$ cat src/rtl/core/bth_pkg.sv
`timescale 1ns / 1ps
// ----------------------------------------------------------------------------
// bth_pkg
// Types, codes and helper functions shared by the boundary-tag heap allocator.
// ----------------------------------------------------------------------------
package bth_pkg;

  // signed offset wide enough for every tag sum of the allocator
  localparam int unsigned OFF_W = 36;
  typedef logic signed [OFF_W-1:0] off_t;

  typedef enum logic [1:0] {
    ACT_ALLOC   = 2'd0,
    ACT_RELEASE = 2'd1,
    ACT_READ    = 2'd2,
    ACT_WRITE   = 2'd3
  } action_e;

  typedef enum logic [1:0] {
    ST_DONE    = 2'd0,
    ST_FAIL    = 2'd1,
    ST_IGNORED = 2'd2
  } status_e;

  typedef enum logic [1:0] {
    EM_NONE,
    EM_STATUS,
    EM_PTR,
    EM_BYTE
  } emit_e;

  typedef enum logic [4:0] {
    OP_NOP,
    OP_LATCH,
    OP_CLEAR,
    OP_BYTE_WR,
    OP_RD_ISSUE,
    OP_RD_CAPT,
    OP_WR_LANE,
    OP_RB_INIT,
    OP_RB_ISSUE,
    OP_RB_CAPT,
    OP_RB_NEXT,
    OP_A_INIT,
    OP_A_FETCH,
    OP_A_TAG,
    OP_A_STEP,
    OP_A_W1,
    OP_A_W2,
    OP_A_W3,
    OP_A_W4,
    OP_TAG,
    OP_R_HDR,
    OP_R_BUF,
    OP_R_FTR,
    OP_R_WH,
    OP_R_WF,
    OP_R_NXT,
    OP_R_NMRG,
    OP_R_PREV,
    OP_R_PH,
    OP_R_PBUF,
    OP_R_WP
  } dp_op_e;

  typedef enum logic [5:0] {
    S_CLEAR,
    S_IDLE,
    S_DISPATCH,
    S_WR_BYTE,
    S_RB_INIT,
    S_RB_ISSUE,
    S_RB_CAPT,
    S_RB_EMIT,
    S_A_INIT,
    S_A_CHECK,
    S_A_TAG,
    S_A_TEST,
    S_A_W1,
    S_A_W2,
    S_A_W3,
    S_A_W4,
    S_R_HDR,
    S_R_BUF,
    S_R_FTR,
    S_R_WH,
    S_R_WF1,
    S_R_NXT,
    S_R_NXT_CHK,
    S_R_NT,
    S_R_NT_CHK,
    S_R_NMRG,
    S_R_WH2,
    S_R_WF2,
    S_R_PCHK,
    S_R_PREV,
    S_R_PT,
    S_R_PT_CHK,
    S_R_PH,
    S_R_PH_CHK,
    S_R_PBUF,
    S_R_WP,
    S_R_WF3,
    S_WRD_ISSUE,
    S_WRD_CAPT,
    S_WWR,
    S_EMIT_OK,
    S_EMIT_FAIL,
    S_EMIT_IGN,
    S_EMIT_PTR
  } ctrl_state_e;

  typedef struct packed {
    dp_op_e  op;
    emit_e   emit;
    status_e code;
  } dp_cmd_t;

  typedef struct packed {
    logic    out_free;
    logic    lane_last;
    logic    clr_last;
    action_e act;
    logic    size_zero;
    logic    rel_bad;
    logic    cur_ge_heap;
    logic    fit;
    logic    rem_m4;
    logic    rem_ge0;
    logic    ptr_lt_heap;
    logic    t_neg;
    logic    hdr_ge4;
    logic    cur_neg;
    logic    rb_last;
  } dp_status_t;

  // round up to a multiple of four
  function automatic off_t up4(off_t v);
    off_t s;
    s = v + off_t'(3);
    return {s[OFF_W-1:2], 2'b00};
  endfunction

  // sign-extend a 32-bit tag
  function automatic off_t sext(logic [31:0] w);
    return {{(OFF_W-32){w[31]}}, w};
  endfunction

  // zero-extend a 32-bit value
  function automatic off_t zext(logic [31:0] w);
    return {{(OFF_W-32){1'b0}}, w};
  endfunction

endpackage

$ cat src/rtl/core/bth_ctrl.sv
`timescale 1ns / 1ps
// ----------------------------------------------------------------------------
// bth_ctrl
// Sequencer for clearing, allocate walk, release merge and byte access.
// ----------------------------------------------------------------------------
module bth_ctrl (
  input  logic                clk_i,
  input  logic                rst_ni,
  input  logic                in_valid_i,
  output logic                in_ready_o,
  input  bth_pkg::dp_status_t status_i,
  output bth_pkg::dp_cmd_t    cmd_o
);
  import bth_pkg::*;

  ctrl_state_e state_q, state_d;
  ctrl_state_e ret_q, ret_d;

  // next state
  always_comb begin
    state_d = state_q;
    ret_d   = ret_q;
    case (state_q)
      S_CLEAR: if (status_i.clr_last) state_d = S_IDLE;
      S_IDLE: if (in_valid_i) state_d = S_DISPATCH;
      S_DISPATCH: begin
        case (status_i.act)
          ACT_ALLOC:   state_d = status_i.size_zero ? S_EMIT_FAIL : S_A_INIT;
          ACT_RELEASE: state_d = status_i.rel_bad ? S_EMIT_IGN : S_R_HDR;
          ACT_READ:    state_d = status_i.size_zero ? S_EMIT_OK : S_RB_INIT;
          default:     state_d = S_WR_BYTE;
        endcase
      end
      S_WR_BYTE: state_d = S_EMIT_OK;
      S_RB_INIT: state_d = S_RB_ISSUE;
      S_RB_ISSUE: state_d = S_RB_CAPT;
      S_RB_CAPT: state_d = S_RB_EMIT;
      S_RB_EMIT: begin
        if (status_i.out_free) state_d = status_i.rb_last ? S_IDLE : S_RB_ISSUE;
      end
      S_A_INIT: state_d = S_A_CHECK;
      S_A_CHECK: begin
        if (status_i.cur_ge_heap) begin
          state_d = S_EMIT_FAIL;
        end else begin
          ret_d   = S_A_TAG;
          state_d = S_WRD_ISSUE;
        end
      end
      S_A_TAG: state_d = S_A_TEST;
      S_A_TEST: state_d = status_i.fit ? S_A_W1 : S_A_CHECK;
      S_A_W1: begin
        ret_d   = S_A_W2;
        state_d = S_WWR;
      end
      S_A_W2: begin
        ret_d   = (status_i.rem_m4 || !status_i.rem_ge0) ? S_EMIT_PTR : S_A_W3;
        state_d = S_WWR;
      end
      S_A_W3: begin
        ret_d   = S_A_W4;
        state_d = S_WWR;
      end
      S_A_W4: begin
        ret_d   = S_EMIT_PTR;
        state_d = S_WWR;
      end
      S_R_HDR: begin
        ret_d   = S_R_BUF;
        state_d = S_WRD_ISSUE;
      end
      S_R_BUF: state_d = S_R_FTR;
      S_R_FTR: state_d = S_R_WH;
      S_R_WH: begin
        ret_d   = S_R_WF1;
        state_d = S_WWR;
      end
      S_R_WF1: begin
        ret_d   = S_R_NXT;
        state_d = S_WWR;
      end
      S_R_NXT: state_d = S_R_NXT_CHK;
      S_R_NXT_CHK: begin
        if (status_i.ptr_lt_heap) begin
          ret_d   = S_R_NT;
          state_d = S_WRD_ISSUE;
        end else begin
          state_d = S_R_PCHK;
        end
      end
      S_R_NT: state_d = S_R_NT_CHK;
      S_R_NT_CHK: state_d = status_i.t_neg ? S_R_PCHK : S_R_NMRG;
      S_R_NMRG: state_d = S_R_WH2;
      S_R_WH2: begin
        ret_d   = S_R_WF2;
        state_d = S_WWR;
      end
      S_R_WF2: begin
        ret_d   = S_R_PCHK;
        state_d = S_WWR;
      end
      S_R_PCHK: state_d = status_i.hdr_ge4 ? S_R_PREV : S_EMIT_OK;
      S_R_PREV: begin
        ret_d   = S_R_PT;
        state_d = S_WRD_ISSUE;
      end
      S_R_PT: state_d = S_R_PT_CHK;
      S_R_PT_CHK: state_d = status_i.t_neg ? S_EMIT_OK : S_R_PH;
      S_R_PH: state_d = S_R_PH_CHK;
      S_R_PH_CHK: state_d = status_i.cur_neg ? S_EMIT_OK : S_R_PBUF;
      S_R_PBUF: state_d = S_R_WP;
      S_R_WP: begin
        ret_d   = S_R_WF3;
        state_d = S_WWR;
      end
      S_R_WF3: begin
        ret_d   = S_EMIT_OK;
        state_d = S_WWR;
      end
      S_WRD_ISSUE: state_d = S_WRD_CAPT;
      S_WRD_CAPT: state_d = status_i.lane_last ? ret_q : S_WRD_ISSUE;
      S_WWR: if (status_i.lane_last) state_d = ret_q;
      S_EMIT_OK, S_EMIT_FAIL, S_EMIT_IGN, S_EMIT_PTR: begin
        if (status_i.out_free) state_d = S_IDLE;
      end
      default: state_d = S_IDLE;
    endcase
  end

  // command outputs
  always_comb begin
    in_ready_o = 1'b0;
    cmd_o.op   = OP_NOP;
    cmd_o.emit = EM_NONE;
    cmd_o.code = ST_DONE;
    case (state_q)
      S_CLEAR: cmd_o.op = OP_CLEAR;
      S_IDLE: begin
        in_ready_o = 1'b1;
        if (in_valid_i) cmd_o.op = OP_LATCH;
      end
      S_WR_BYTE: cmd_o.op = OP_BYTE_WR;
      S_RB_INIT: cmd_o.op = OP_RB_INIT;
      S_RB_ISSUE: cmd_o.op = OP_RB_ISSUE;
      S_RB_CAPT: cmd_o.op = OP_RB_CAPT;
      S_RB_EMIT: begin
        if (status_i.out_free) begin
          cmd_o.op   = OP_RB_NEXT;
          cmd_o.emit = EM_BYTE;
        end
      end
      S_A_INIT: cmd_o.op = OP_A_INIT;
      S_A_CHECK: cmd_o.op = OP_A_FETCH;
      S_A_TAG: cmd_o.op = OP_A_TAG;
      S_A_TEST: if (!status_i.fit) cmd_o.op = OP_A_STEP;
      S_A_W1: cmd_o.op = OP_A_W1;
      S_A_W2: cmd_o.op = OP_A_W2;
      S_A_W3: cmd_o.op = OP_A_W3;
      S_A_W4: cmd_o.op = OP_A_W4;
      S_R_HDR: cmd_o.op = OP_R_HDR;
      S_R_BUF: cmd_o.op = OP_R_BUF;
      S_R_FTR: cmd_o.op = OP_R_FTR;
      S_R_WH, S_R_WH2: cmd_o.op = OP_R_WH;
      S_R_WF1, S_R_WF2, S_R_WF3: cmd_o.op = OP_R_WF;
      S_R_NXT: cmd_o.op = OP_R_NXT;
      S_R_NT, S_R_PT: cmd_o.op = OP_TAG;
      S_R_NMRG: cmd_o.op = OP_R_NMRG;
      S_R_PREV: cmd_o.op = OP_R_PREV;
      S_R_PH: cmd_o.op = OP_R_PH;
      S_R_PBUF: cmd_o.op = OP_R_PBUF;
      S_R_WP: cmd_o.op = OP_R_WP;
      S_WRD_ISSUE: cmd_o.op = OP_RD_ISSUE;
      S_WRD_CAPT: cmd_o.op = OP_RD_CAPT;
      S_WWR: cmd_o.op = OP_WR_LANE;
      S_EMIT_OK: if (status_i.out_free) cmd_o.emit = EM_STATUS;
      S_EMIT_FAIL: begin
        if (status_i.out_free) begin
          cmd_o.emit = EM_STATUS;
          cmd_o.code = ST_FAIL;
        end
      end
      S_EMIT_IGN: begin
        if (status_i.out_free) begin
          cmd_o.emit = EM_STATUS;
          cmd_o.code = ST_IGNORED;
        end
      end
      S_EMIT_PTR: if (status_i.out_free) cmd_o.emit = EM_PTR;
      default: begin
      end
    endcase
  end

  // state registers
  always_ff @(posedge clk_i or negedge rst_ni) begin
    if (!rst_ni) begin
      state_q <= S_CLEAR;
      ret_q   <= S_IDLE;
    end else begin
      state_q <= state_d;
      ret_q   <= ret_d;
    end
  end

endmodule
$ cat config.mk
export PLATFORM = sky130hd
export DESIGN_NAME = bth_ctrl
export DESIGN_NICKNAME = d
export VERILOG_FILES = /design/src/rtl/core/bth_pkg.sv /design/src/rtl/core/bth_ctrl.sv
export SDC_FILE = /design/constraint.sdc
export NUM_CORES = 1
export LEC_CHECK = 0
export BUFFER_PORTS_ARGS = -buffer_cell sky130_fd_sc_hd__buf_2
export CORE_MARGIN = 5
export CORE_UTILIZATION = 45
export CTS_BUF_LIST = sky130_fd_sc_hd__clkbuf_4
export DETAILED_ROUTE_END_ITERATION = 16
export PLACE_DENSITY = 0.77
export SLEW_MARGIN = 15
export SYNTH_ARGS = -nofsm -noshare
export SYNTH_HDL_FRONTEND = slang
export SYNTH_SLANG_ARGS = --single-unit
$ cat constraint.sdc
create_clock -name clk_i -period 4.76 [get_ports clk_i]
set_clock_uncertainty 0.15 [all_clocks]
set_input_delay 0.714 -clock clk_i [delete_from_list [all_inputs] [get_ports clk_i]]
set_output_delay 0.714 -clock clk_i [all_outputs]
set_load 0.05 [all_outputs]
==> results.toml <==
[drt]
via_per_inst = 7.232
num_vias = 2618
firstDrtPassIters = 10
totalWireLength_mm = 7.279
wire_per_inst_um = 20.11
drc = 0
ant_nets = 0
drtIter0Drc = 620

[yosys]
yosysTopAreaCell = "dfrtp_1"
synth_cell_type_count = 62
synth_seq_cells = 12
netlist_area_um2 = 2097
async_flop_share_pct = 100.0
ys_seq_area_share_pct = 14.38
yosys-top-cells-area = "dfrtp_1, o21ai_0, nor2_1, a21oi_1, nand2_1"
yosys_warnings = 0
synth-edff-count = 0
syn_area_per_cell_um2 = 6.967
syn-num-nets = 320
synth-main-ff-cell = "dfrtp_1"
synth.top_cell.area_share_pct = 13.13
postSynthCellCount = 301

[sta]
relSlewSlack_pct = 36.79
hold_viol_final = 0
worst_pin_slew_ns = 0.9462
max_freq_ghz = 0.2881
layout_min_cycle_time_ns = 3.471
tns_ns = 0
rsz0062_at_grt = "false"
drv_slew = 0
period_share_pct = 72.93
setup_viol = 0

[setup_path]
reg2reg_depth = 6
rrSetupSlack_ns = 1.79
crit_required_ns = 3.90
critPathArrivalTime_ns = 2.61
end_kind = "output port"
r2r-start = "state_q[5]$_DFFE_PN0P_"
critPathMaxFanout = 21
cp-start-kind = "flip-flop"
crit_type = "flip-flop to output port"
r2r_end = "ret_q[2]$_DFFE_PN0P_"

[place]
port_buffers = 28
dp_hpwl_mm = 5.190
globalplace.congestion = 1.026

[die]
ioPinCount = 29
die_h_um = 78.27
start_util_pct = 47.18
die_w_um = 78.27
die_area_um2 = 6125
num_rows = 24
core_um2 = 4444

[cts]
cts_setup_buffers = 0
clock_latency_ns = 0.29
cts_tree = "yes"
path_clk_slew_ns = 0.09
clock-root-buffer = "clkbuf_4"
numCtsBuffers = 3
clockBufferDepth = 2
htree_levels = 1
postCtsResizedCells = 0
cts_sinks = 12
cts_hold_buf = 0

[final_layout]
drive_gt1_share_pct = 16.13
utilization_pct = 49.52
num_antenna_cells = 0
syn_to_final_growth_pct = 4.952
fillers = 435
layout_common_cells = "nor2_1, o21ai_0, buf_2, nand2_1, a21oi_1"
fin_nets = 330

[pwr]
leakage_nw = 0.8450
power.density_nw_per_um2 = 691.6
irDropWorstVdd_uv = 349.5

[flow_run]
maxCapViolCount = 0

[global_route]
grt_first_pass_wirelength_mm = 11.61
grt_max_degree = 31
grt_pass1_vias = 2307
gr-total-overflow = 0
antenna_found_initial = 0
grt_use_total_pct = 22.90

[worst_hold_path]
hold_class = "input pin to async pin"

[outcome]
status = "finished clean"
==> critical path: stages (launching register included) <==
cell and delay (ns):
dfrtp_1 0.62, nor2b_1 0.84, nand2_1 0.10, o21ai_0 0.11, a22oi_1 0.11, o221ai_1 0.22
buf_2 0.30
==> flip-flops by register name, indices dropped and copies added (netlist names) <==
| signal | count |
|---|---|
| ret_q | 6 |
| state_q | 6 |
==> Yosys cell counts, drive strengths merged (8+ instances only) <==
cell     n
o21ai   30
buf     25
inv      8
nor3     8
dfrtp   11
a21oi   21
nor2b   13
nand4    9
nand2   26
nor2    34
nand2b  12
==> worst max path at each step <==
| stage | start | to |
|---|---|---|
| 5_1_grt | state_q[3]$_DFFE_PN0P_ | cmd_o[6] |
| 3_5_place_dp | state_q[4]$_DFFE_PN0P_ | cmd_o[4] |
| 2_1_floorplan | state_q[0]$_DFFE_PN0P_ | cmd_o[4] |
| 4_1_cts | state_q[2]$_DFFE_PN0P_ | cmd_o[6] |
| 6_report | state_q[2]$_DFFE_PN0P_ | cmd_o[6] |
| 3_3_place_gp | state_q[4]$_DFFE_PN0P_ | cmd_o[4] |
==> power breakdown <==
group          switching (mW)  leakage [nW]  total (mW)  internal [mW]
Combinational           0.798         0.685        1.20          0.405
Sequential              0.108         0.145       0.249          0.142
Clock                  0.0386        0.0154      0.0691         0.0305
Total                   0.945         0.845        1.52          0.577
==> metrics by stage <==
step | hold WS [ns] | setup slack [ns] | cells | area [um2] | total power [mW]
floorplan | 0.2684 | 1.364 | 301 | 2097 | 1.181
global placement | 0.3138 | 1.678 | 358 | 2175 | 1.407
detailed placement | 0.3212 | 1.695 | 358 | 2175 | 1.397
CTS | 0.1434 | 1.383 | 362 | 2201 | 1.472
global route | 0.1621 | 1.208 | 362 | 2201 | 1.596
finish | 0.1430 | 1.289 | 362 | 2201 | 1.522
==> routing by layer <==
layer / up-vias / part of all wire, % / GRT usage (%)
met5: - / 0 / 0
met4: 0 / 3.7 / 9.266
met3: 34 / 13 / 5.492
met2: 237 / 43 / 34.85
met1: 1190 / 40 / 31.11
li1: 1157 / - / -
==> layout make-up <==
type | instances | area, um2 | share of cell area (%)
Multi-Input combinational cell | 251 | 1589 | 72.20
Tap cell | 52 | 65.06 | 2.956
Clock inverter | 1 | 3.754 | 0.1706
Sequential cell | 12 | 301.5 | 13.70
Timing Repair Buffer | 34 | 185.2 | 8.414
Clock buffer | 3 | 22.52 | 1.023
Inverter | 9 | 33.78 | 1.535
==> cell families after synthesis <==
group	count (synthesis)	share of synthesized area [%]
DFF	12	14.38
AOI/OAI and AO/OA	114	38.49
buffers and inverters	38	9.844
and+or+nand+nor	129	32.88
xor gates and xnor gates	2	0.8355
muxes	6	3.580
No activity file was read; power rests on OpenSTA's default activity.
